<file path="src/rtl/assert_macros.svh">
// Assertion macros shared by the RTL.
`ifndef ASSERT_MACROS_SVH
`define ASSERT_MACROS_SVH

// Property must hold at every clock edge outside reset.
`define HTC_ASSERT(name, clk, rst_n, prop) \
  name: assert property (@(posedge clk) disable iff (!rst_n) (prop)) \
    else $error("%m: assertion failed");

// Condition must never be true outside reset.
`define HTC_ASSERT_NEVER(name, clk, rst_n, cond) \
  `HTC_ASSERT(name, clk, rst_n, !(cond))

`endif

</file>
<file path="src/rtl/htc_pkg.sv">
// Widths and fixed-point constants of the humidity/temperature converter.
package htc_pkg;

  localparam int unsigned RawW    = 12;
  localparam int unsigned OffsetW = 13;
  localparam int unsigned TempW   = 15;
  localparam int unsigned HumW    = 14;
  localparam int unsigned InDataW  = 24;  // 2 x 12 bits, already byte aligned
  localparam int unsigned OutDataW = 32;  // 15 + 14 bits, padded to bytes

  localparam logic [OffsetW-1:0] TempOffsetRst = 13'd4010;

  // Linearization constants
  localparam logic signed [31:0] HumC1 = -32'sd400;
  localparam logic signed [31:0] HumC2 = 32'sd1087163596;
  localparam logic signed [31:0] HumC3 = -32'sd300647;
  // Temperature compensation constants
  localparam logic [28:0] HumT1 = 29'd10737418;
  localparam logic [28:0] HumT2 = 29'd85899;

  localparam logic signed [15:0] TempRef = 16'sd2500;
  localparam logic [31:0]        RoundHalf = 32'd65536;
  localparam logic signed [15:0] HumMax = 16'sd9999;
  localparam logic signed [15:0] HumMin = 16'sd1;

endpackage

</file>
<file path="src/rtl/humidity_temp_compensation_core.sv">
// Top level: pipelined humidity and temperature conversion with compensation.
// Each accepted request passes through stages 1 to 4 into the output register.
// Throughput: one request per cycle while the output is not stalled; each of the four
// stages has its own valid bit and loads whenever it is empty or its successor moves on.
// Reset: clears all valid bits and loads temp_offset with 4010; no clearing pass.
`include "assert_macros.svh"

module humidity_temp_compensation_core (
  input  logic                           clk_i,
  input  logic                           rst_ni,
  input  logic                           cfg_we_i,
  input  logic [htc_pkg::OffsetW-1:0]    cfg_wdata_i,     // temp_offset
  input  logic                           s_axis_tvalid_i,
  output logic                           s_axis_tready_o,
  input  logic [htc_pkg::InDataW-1:0]    s_axis_tdata_i,  // [11:0] temp_raw, [23:12] hum_raw
  output logic                           m_axis_tvalid_o,
  input  logic                           m_axis_tready_i,
  output logic [htc_pkg::OutDataW-1:0]   m_axis_tdata_o   // [14:0] temperature,
                                                          // [28:15] humidity, [31:29] zero
);
  import htc_pkg::*;

  logic [OffsetW-1:0] temp_offset_q;

  logic v1_q, v2_q, v3_q, v4_q;
  logic en1, en2, en3, en4;

  // stage 1: scaled temperature, two products of the raw humidity
  logic [RawW-1:0]         traw;
  logic [RawW-1:0]         h1_d, h1_q;
  logic signed [TempW-1:0] temp1_d, temp1_q;
  logic signed [31:0]      c3p_d, c3p_q;
  logic [28:0]             tsum_d, tsum_q;

  // stage 2: linear coefficient, temperature delta, compensation slope
  logic signed [31:0]      lsum;
  logic [19:0]             lina_d, lina_q;
  logic signed [15:0]      tdel_d, tdel_q;
  logic [15:0]             slope_d, slope_q;
  logic [RawW-1:0]         h2_q;
  logic signed [TempW-1:0] temp2_q;

  // stage 3: the two remaining products
  logic [31:0]             linp_d, linp_q;
  logic signed [31:0]      compp_d, compp_q;
  logic signed [TempW-1:0] temp3_q;

  // stage 4: sum, clamp
  logic [31:0]             lrnd;
  logic signed [15:0]      lin;
  logic signed [15:0]      comp;
  logic signed [15:0]      hsum;
  logic [HumW-1:0]         hum_d, hum_q;
  logic signed [TempW-1:0] temp4_q;

  // a stage loads when empty or when its contents move on
  assign en4 = !v4_q || m_axis_tready_i;
  assign en3 = !v3_q || en4;
  assign en2 = !v2_q || en3;
  assign en1 = !v1_q || en2;
  assign s_axis_tready_o = en1;

  always_ff @(posedge clk_i or negedge rst_ni) begin
    if (!rst_ni) begin
      temp_offset_q <= TempOffsetRst;
      v1_q <= 1'b0;
      v2_q <= 1'b0;
      v3_q <= 1'b0;
      v4_q <= 1'b0;
    end else begin
      if (cfg_we_i) begin
        temp_offset_q <= cfg_wdata_i;
      end
      if (en1) v1_q <= s_axis_tvalid_i;
      if (en2) v2_q <= v1_q;
      if (en3) v3_q <= v2_q;
      if (en4) v4_q <= v3_q;
    end
  end

  always_comb begin
    traw    = s_axis_tdata_i[RawW-1:0];
    h1_d    = s_axis_tdata_i[2*RawW-1:RawW];
    temp1_d = TempW'({1'b0, traw, 2'b00} - {2'b00, temp_offset_q});
    c3p_d   = HumC3 * $signed({20'd0, h1_d});
    tsum_d  = HumT1 + HumT2 * {17'd0, h1_d};
  end

  always_comb begin
    // the sum stays positive over the whole input range
    lsum    = (c3p_q >>> 2) + HumC2;
    lina_d  = lsum[30:11];
    tdel_d  = $signed({temp1_q[TempW-1], temp1_q}) - TempRef;
    slope_d = tsum_q[28:13];
  end

  always_comb begin
    linp_d  = {12'd0, lina_q} * {20'd0, h2_q};
    compp_d = $signed({{16{tdel_q[15]}}, tdel_q}) * $signed({16'd0, slope_q});
  end

  always_comb begin
    lrnd = linp_q + RoundHalf;
    lin  = $signed({2'b00, lrnd[30:17]}) + HumC1[15:0];
    comp = $signed({compp_q[31], compp_q[31:17]});
    hsum = lin + comp;
    if (hsum > HumMax) begin
      hum_d = HumW'(HumMax);
    end else if (hsum < HumMin) begin
      hum_d = HumW'(HumMin);
    end else begin
      hum_d = hsum[HumW-1:0];
    end
  end

  always_ff @(posedge clk_i) begin
    if (en1) begin
      h1_q    <= h1_d;
      temp1_q <= temp1_d;
      c3p_q   <= c3p_d;
      tsum_q  <= tsum_d;
    end
    if (en2) begin
      lina_q  <= lina_d;
      tdel_q  <= tdel_d;
      slope_q <= slope_d;
      h2_q    <= h1_q;
      temp2_q <= temp1_q;
    end
    if (en3) begin
      linp_q  <= linp_d;
      compp_q <= compp_d;
      temp3_q <= temp2_q;
    end
    if (en4) begin
      hum_q   <= hum_d;
      temp4_q <= temp3_q;
    end
  end

  assign m_axis_tvalid_o = v4_q;
  assign m_axis_tdata_o  = {3'b000, hum_q, temp4_q};

  `HTC_ASSERT(a_accept_fills_s1, clk_i, rst_ni,
              (s_axis_tvalid_i && s_axis_tready_o) |=> v1_q)
  `HTC_ASSERT(a_stall_only_when_full, clk_i, rst_ni,
              !s_axis_tready_o |-> (v1_q && v2_q && v3_q && v4_q && !m_axis_tready_i))
  `HTC_ASSERT_NEVER(a_hum_range, clk_i, rst_ni,
                    m_axis_tvalid_o && (hum_q == '0 || hum_q > 14'd9999))
  `HTC_ASSERT_NEVER(a_temp_range, clk_i, rst_ni,
                    m_axis_tvalid_o && (temp4_q < -15'sd8191))

endmodule
</file>
<file path="config.mk">
export PLATFORM = sky130hd
export DESIGN_NAME = humidity_temp_compensation_core
export DESIGN_NICKNAME = d
export VERILOG_FILES = /design/src/rtl/htc_pkg.sv /design/src/rtl/humidity_temp_compensation_core.sv
export VERILOG_INCLUDE_DIRS = /design/src /design/src/rtl
export SDC_FILE = /design/constraint.sdc
export NUM_CORES = 2
export LEC_CHECK = 0
export ABC_AREA = 1
export BUFFER_PORTS_ARGS = -buffer_cell sky130_fd_sc_hd__buf_2
export CORE_MARGIN = 5
export CORE_UTILIZATION = 50
export DETAILED_ROUTE_END_ITERATION = 12
export PLACE_DENSITY = 0.75
export SYNTH_ARGS = -nofsm -noshare
export SYNTH_HDL_FRONTEND = slang
export SYNTH_SLANG_ARGS = --single-unit
</file>
<file path="constraint.sdc">
create_clock -name clk_i -period 5.2 [get_ports clk_i]
set_input_delay 0.52 -clock clk_i [delete_from_list [all_inputs] [get_ports clk_i]]
set_output_delay 0.52 -clock clk_i [all_outputs]
set_load 0.01 [all_outputs]
</file>
==> summary.txt <==
Drt
  – 1st-iter DRT viols: around 1,800
  – # DRC: 0
  – DR pass1 iterations: 8
  – Vias per cell: ~5
  – Vias: 26,400
  – Final ANT Viol Nets: 0
  – Wirelength per Cell: roughly 16 um
  – Post-Route WL: about 83,000 um

Critical path
  – Required time of the critical path: between 5 and 6 ns
  – Crit path launch type: flop
  – Crit Path Max Fanout: 6
  – Worst EP arrival: 5.81 ns
  – Crit path kind: flop to flop
  – Crit. End Element: flop

Clocking
  – Clock Sinks: between 200 and 250
  – TritonCTS clock tree: done
  – H-tree Lvls: 1
  – CTS buffer count: 28
  – Clock Path Buffers: 3
  – Root Driver: clkbuf_16
  – Skew-Pair Late Insertion Delay: ~0.6 ns
  – Clock transition at the registers of the reported paths: approximately 0.070 ns

Cells and area
  – Nets: 5,249
  – Non-filler cells in the finished layout: 5,232
  – Area occupied by multi-input gates: about 24,000 sq um
  – P&R area growth vs syn: 18.1%
  – Register area: just over 7000 sq um
  – FILL cells: 5,588
  – Antenna Diode Count: 0
  – Layout cells sized above 1: 18.1%

Die
  – Die Area: about 75,000 sq um
  – Initial Util: 50.5%
  – IO Pins: between 70 and 80
  – Die Ht: ~270 um
  – # rows: 96
  – Die W: 273 um
  – Core Area: between 60,000 and 70,000 sq um

Placed design
  – Pre-CTS setup slack: -0.306 ns
  – Post-DP HPWL: roughly 70,000 um
  – Placed Cells: ~5,100
  – GP Congestion: ~0.95
  – Buffers on Ports: between 70 and 80

Timing
  – Clock Skew: between 0.05 and 0.06 ns
  – Crit path time final: 5.50 ns
  – Setup violations, final: 15
  – Setup Total Neg Slack: -3.40 ns
  – Max-slew violations: 0
  – Worst slew pin tran: just over 1 ns
  – Slew HR: about a third
  – Final Cycle Share: 106%
  – RSZ-0062 raised after global routing: yes
  – Fin worst setup slack: -0.304 ns
  – Final Hold Vio Count: 0
  – Fmax: about 180 MHz

Run status
  – Failing checks: negative setup slack
  – Status: finished, violations left

Logic synthesis
  – Top-area cell type share of the netlist area: between 30% and 40%
  – Syn Inst Count: between 3,000 and 4,000
  – Yosys cell types: between 50 and 60
  – YS warnings: 0
  – Syn avg cell area: around 9 sq um
  – Post-synth EDFFs: 222
  – FF+latch count, synth: 239
  – Async SR Flop Fraction: 7.11%
  – Ranking of synthesized cells by area: fa_1, edfxtp_1, ha_1
  – Dominant synthesized flop cell: edfxtp_1
  – Post-synthesis sequential area ratio: between 20% and 30%
  – Cell taking the most area after synthesis: fa_1
  – Syn Std Cell Area: between 30,000 and 40,000 sq um

Global routing
  – First-pass GRT wire length: about 140,000 um
  – GR Overflow Total: 0
  – Initial antenna violation count: 2
  – All-Layer GR Usage: 22.2%
  – Vias in the first global route: approximately 28,000
  – Pin count of the biggest net entering global routing: 78

Worst hold path
  – Worst hold path type: input pin to flop

Job
  – Max-cap violation count: 0
## worst max-delay path, stage by stage, from the launching register on
cell,delay [ns]
edfxtp_1,0.44
buf_6,0.17
nand2_1,0.06
inv_1,0.05
fa_1,0.53
inv_1,0.05
fa_2,0.53
fa_1,0.45
inv_2,0.08
fa_2,0.42
fa_1,0.48
inv_1,0.05
fa_1,0.49
inv_2,0.05
ha_4,0.24
a21o_1,0.21
buf_4,0.14
a31oi_2,0.15
nor2_1,0.08
nor2_2,0.14
nand3_4,0.12
buf_4,0.15
xor2_1,0.13
## layout by cell type, fill, tap and decap left out, drive strengths merged, types with 13 or more instances in the layout
| cell | n |
|---|---|
| clkbuf | 32 |
| edfxtp | 222 |
| buf | 446 |
| fa | 533 |
| nand3 | 68 |
| nand4 | 20 |
| xor2 | 91 |
| nand2 | 830 |
| xnor2 | 31 |
| a21o | 16 |
| nor2 | 153 |
| o21ai | 93 |
| or2 | 13 |
| nor3 | 23 |
| inv | 1070 |
| ha | 395 |
| o21bai | 13 |
| a21oi | 144 |
## per-stage QoR
stage	hold WS (ns)	util, %	area, sq um
2_1_floorplan	0.224	-	34900
3_3_place_gp	0.400	55.9	38400
3_5_place_dp	0.405	55.9	38400
4_1_cts	0.100	58.2	39900
5_1_grt	0.138	59.6	40900
6_report	0.134	59.6	40900
## cells in the mapped netlist (16+ instances only)
library cell and instances:
edfxtp_1 222, inv_1 1058, o21ai_0 86, fa_1 533, ha_1 395, xor2_1 91
nand2_1 814, nor2_1 140, xnor2_1 31, nor3_1 21, clkbuf_1 98, nand3_1 65
a21oi_1 141, a21o_1 16, nand4_1 20
## cell families after synthesis
kind of cell | share of synthesized area [%]
buffers and inverters | 12.7
AND/OR/NAND/NOR | 13.5
adder cells (fa/ha/maj) | 45.1
AO/OA/AOI/OAI | 5.07
flip-flops | 20.5
XOR/XNOR | 3.09
other | 0.0108
## layer usage
metal  vias up  wire (um)  track usage [%]  share of wire [%]
li1      12500          -                -                  -
met1     12900      34900             29.5                 42
met2       795      40500             38.5                 49
met3       151       5400             3.76                6.5
met4         2       2020             4.81                2.4
met5         -         13                0              0.016
## worst paths after layout
path	start	to	slack, ns	cells after the start
worst max-delay path	tdel_q[4]	compp_q[21]	-0.30	22
worst min-delay path	cfg_wdata_i[11]	temp_offset_q[11]	0.13	3
worst max register to register	tdel_q[4]	compp_q[21]	-0.30	22
worst min register to register	tsum_q[15]	slope_q[2]	0.41	0
max in group asynchronous	rst_ni	v2_q	4.15	2
min in group asynchronous	rst_ni	v1_q	0.54	2
## layout make-up
cell class              instances  share of cell area (%)
flip-flops and latches        239                    17.4
clock buffers                  31                    1.77
inverters                    1065                    9.78
multi-input cells            2497                    59.0
clock inverters                21                   0.756
well taps                     931                    2.85
repair buffers                448                    8.51
## registers in the layout (all words and copies together) (netlist names), 12 cells and up
register and cells:
c3p_q 28, compp_q 15, h1_q 12, h2_q 12
hum_q 14, lina_q 20, linp_q 15, slope_q 16
tdel_q 16, temp1_q 15, temp2_q 13, temp3_q 15
temp4_q 15, temp_offset_q 13, tsum_q 16
## repair_timing
action                                 in CTS  in global routing
gates cloned                                1                  0
endpoints found under the hold margin       6                  0
buffers inserted                           22                 45
pin swaps                                  31                 61
gates resized for setup                    92                176
setup endpoints to repair                  19                 28
hold buffers                                1                  0
Power is left out: the tool's default activity adds up to more than one toggle a clock period on the data nets, which glitch-free logic cannot reach.
